==> src/design/irrs_ram.sv <==
// ----------------------------------------------------------------------------
// irrs_ram
// Generic single-write, single-read RAM with registered read data.
// ----------------------------------------------------------------------------
module irrs_ram #(
    parameter int WIDTH = 8,
    parameter int DEPTH = 16
) (
    input  logic                     clk,
    input  logic                     we,
    input  logic [$clog2(DEPTH)-1:0] waddr,
    input  logic [WIDTH-1:0]         wdata,
    input  logic [$clog2(DEPTH)-1:0] raddr,
    output logic [WIDTH-1:0]         rdata
);

    logic [WIDTH-1:0] mem [DEPTH];

    always_ff @(posedge clk)
    begin
        if (we)
        begin
            mem[waddr] <= wdata;
        end
        rdata <= mem[raddr];
    end

endmodule

==> config.mk <==
export PLATFORM = sky130hd
export DESIGN_NAME = irrs_ram
export DESIGN_NICKNAME = d
export VERILOG_FILES = /design/src/design/irrs_ram.sv
export SDC_FILE = /design/constraint.sdc
export NUM_CORES = 1
export LEC_CHECK = 0
export CAP_MARGIN = 25
export CORE_ASPECT_RATIO = 1.2
export CORE_MARGIN = 10
export CORE_UTILIZATION = 55
export CTS_CLUSTER_DIAMETER = 150
export CTS_CLUSTER_SIZE = 20
export DETAILED_ROUTE_END_ITERATION = 7
export DONT_BUFFER_PORTS = 1
export GPL_TIMING_DRIVEN = 0
export PLACE_DENSITY = 0.75
export REMOVE_ABC_BUFFERS = 1
export SLEW_MARGIN = 10
export SYNTH_ARGS = -nofsm -noshare
export SYNTH_HDL_FRONTEND = slang
export SYNTH_SLANG_ARGS = --single-unit
==> constraint.sdc <==
create_clock -name clk -period 2.4 [get_ports clk]
set_input_delay 0.48 -clock clk [delete_from_list [all_inputs] [get_ports clk]]
set_output_delay 0.48 -clock clk [all_outputs]
set_load 0.03 [all_outputs]
==> flow_summary.toml <==
[logic_synthesis]
avgSynthCellArea_sq_um = 22.5
seq_area_frac_synth_pct = 77.8
postSynthCellCount = 229
ys_seq_elements = 136
synth_compound_area_share_pct = 2.33
yosysWarnings = 0
synthTopCellsByArea = "edfxtp_1 (75%), mux4_2 (7.9%), mux4_1 (7.1%)"
synth_mux_area_share_pct = 15.0
synth_cell_types = 19
yosys.area.top_type = "edfxtp_1"
syn_area_sq_mm = 0.00515
synthSimpleGateAreaFrac_pct = 3.18
synth_top_family_by_area = "multiplexers"
synth-xor-area-share_pct = 0
synth_fa_ha_area_share_pct = 0
synth_top_area_share_pct = 74.7

[global_routing]
grt_usage_pct = 14.7
grt_pass1_wl_mm = 14.2
grt_max_degree = 33
grt_pass1_vias = 2432
antenna_found_initial = 0
grt.overflow.total = 0

[detailed_routing]
drtIter0Drc = 160
dr.pass1.iters = 5
highest_layer = "met4"
drc = 0
vias = 2338
wirelength_mm = 9.40
wl_met1_mm = 3.62
wire_per_inst_microns = 25.3
route.met2.wl_mm = 4.75
vias_per_cell = 6.30
wl_met3_microns = 778
final_antenna_net_count = 0

[setup_path]
required_ns = 2.54
startpoint_type = "input port"
rrSetupSlack_ns = 1.01
crit_family = "simple AND/OR/NAND/NOR gates"
cp_slowest_cell = "nor2_1"
critPathArrivalTime_ns = 1.73
path_buf_inv = 0
cp_slowest_stage_delay_ns = 0.73
cp_max_fo = 8
end_kind = "flop"
crit_type = "input port to flop"
worstPathCellList = "or3b_2 -> nor2_1"

[power]
pwr-share-clk_pct = 46.1
power_uw = 5280
p_sw_share_pct = 18.9
ir_worst_vdd_mv = 0.742
p_int_uw = 4280
seqPwrFrac_pct = 51.3
leakage_uw = 0.00187
power_density_mw_per_mm2 = 910
p_sw_uw = 996
combPwrFrac_pct = 2.6

[final_layout]
final_nets = 256
num_antenna_cells = 0
final_common_cell = "edfxtp_1"
drive_above_1_share_pct = 20.3
mostFrequentLayoutCells = "edfxtp_1 (128), mux4_2 (18), a22oi_1 (16), clkbuf_16 (16), mux4_1 (14)"
area_growth_pct = 12.6

[floorplanning]
rows = 38
core-area_sq_mm = 0.00908
die_w_microns = 108
dieArea_sq_mm = 0.0136
die_h_microns = 126
initial_utilization_pct = 56.7
ios = 26

[timing]
rsz0062_at_grt = "false"
layout_setup_ws_ns = 0.808
max_freq_mhz = 628
post-route-min-period_ns = 1.59
slew_headroom_pct = 38.0
setup_viol = 0
drv_slew = 0
setup_tns_ns = 0
tightest_slew_ns = 0.926
min_period_over_period_pct = 66.3
hold_viol_final = 0
fin_skew_ns = 0.00626

[clock_network]
tritoncts.num_buffers = 17
cts_resized = 0
cts.path.max_buffers = 2
clock-sinks = 136
cts_hold_buf = 0
clk_latency_ns = 0.52
cts_tree = "done"
cts-root-buf = "clkbuf_8"
clkTransAtPathRegs_ns = 0.06
h-tree-depth = 4
cts_setup_buffers = 0

[place]
dp.final_hpwl_mm = 5.64
numPortBuffers = 0
gp_congestion = 0.713
dp_slack_ns = 0.228

[status]
status = "finished, final reports clean"

[job]
cap_violations = 0

[min_path]
min_path_type = "input port to flop"
-- power groups by stage --
stage | clock, uW | combinational (uW) | sequential [uW]
after floorplan | 0 | 106 | 2750
after global placement | 0 | 134 | 2750
after detailed placement | 0 | 138 | 2760
after CTS | 2460 | 139 | 2710
after global routing | 2560 | 148 | 2710
final | 2430 | 138 | 2710
-- through the flow --
step,hold slack (ns),util [%],std cells,area (sq um)
after global routing,0.0257,63.8,371,5800
after CTS,0.0346,63.8,371,5800
final,0.0513,63.8,371,5800
after global placement,0.580,57.4,339,5210
after floorplan,0.579,-,219,5060
after detailed placement,0.580,57.6,339,5230
-- metal layers --
layer  up-vias  track usage, %
li1        994               -
met1      1230            18.3
met2        95            21.7
met3        19            4.90
met4         0            8.86
met5         -               0
-- worst register-to-register path: stages, from the launching register on --
cell	delay, ns
edfxtp_1	0.34
mux4_1	0.50
a22oi_1	0.31
nand2_1	0.12
-- flip-flops by register name, indices dropped and copies added, names as in the netlist --
register and count:
mem 128, rdata 8
-- cell usage after synthesis --
cell / number
a22oi_1: 16
or3b_2: 1
nor2b_1: 1
nor2_1: 13
buf_2: 3
nand2_1: 9
buf_4: 1
dfxtp_1: 8
clkdlybuf4s25_2: 3
and2b_1: 1
nor3_1: 4
nand3_1: 1
mux4_2: 18
nand3b_1: 2
mux4_1: 14
buf_6: 3
and2_1: 1
edfxtp_1: 128
nand2b_1: 2
-- worst paths after layout --
kind	cells past startpoint	endpoint	startpoint
setup / recovery	2	mem[1][1]	waddr[2]
hold / removal	0	mem[7][6]	wdata[6]
setup reg to reg	3	rdata[5]	mem[1][5]
hold reg to reg	3	rdata[2]	mem[12][2]
-- cell type report --
cell class	instances	area (sq um)
clock inverters	9	98.8
flip-flops and latches	136	4000
multi-input cells	83	1080
well taps	120	150
fillers	609	3280
clock buffers	23	467
-- cell families after synthesis --
group	after synthesis
AOI/OAI and AO/OA	16
buffers and inverters	10
DFF	136
and+or+nand+nor	35
muxes	32
(Power assumes the default switching activity.)
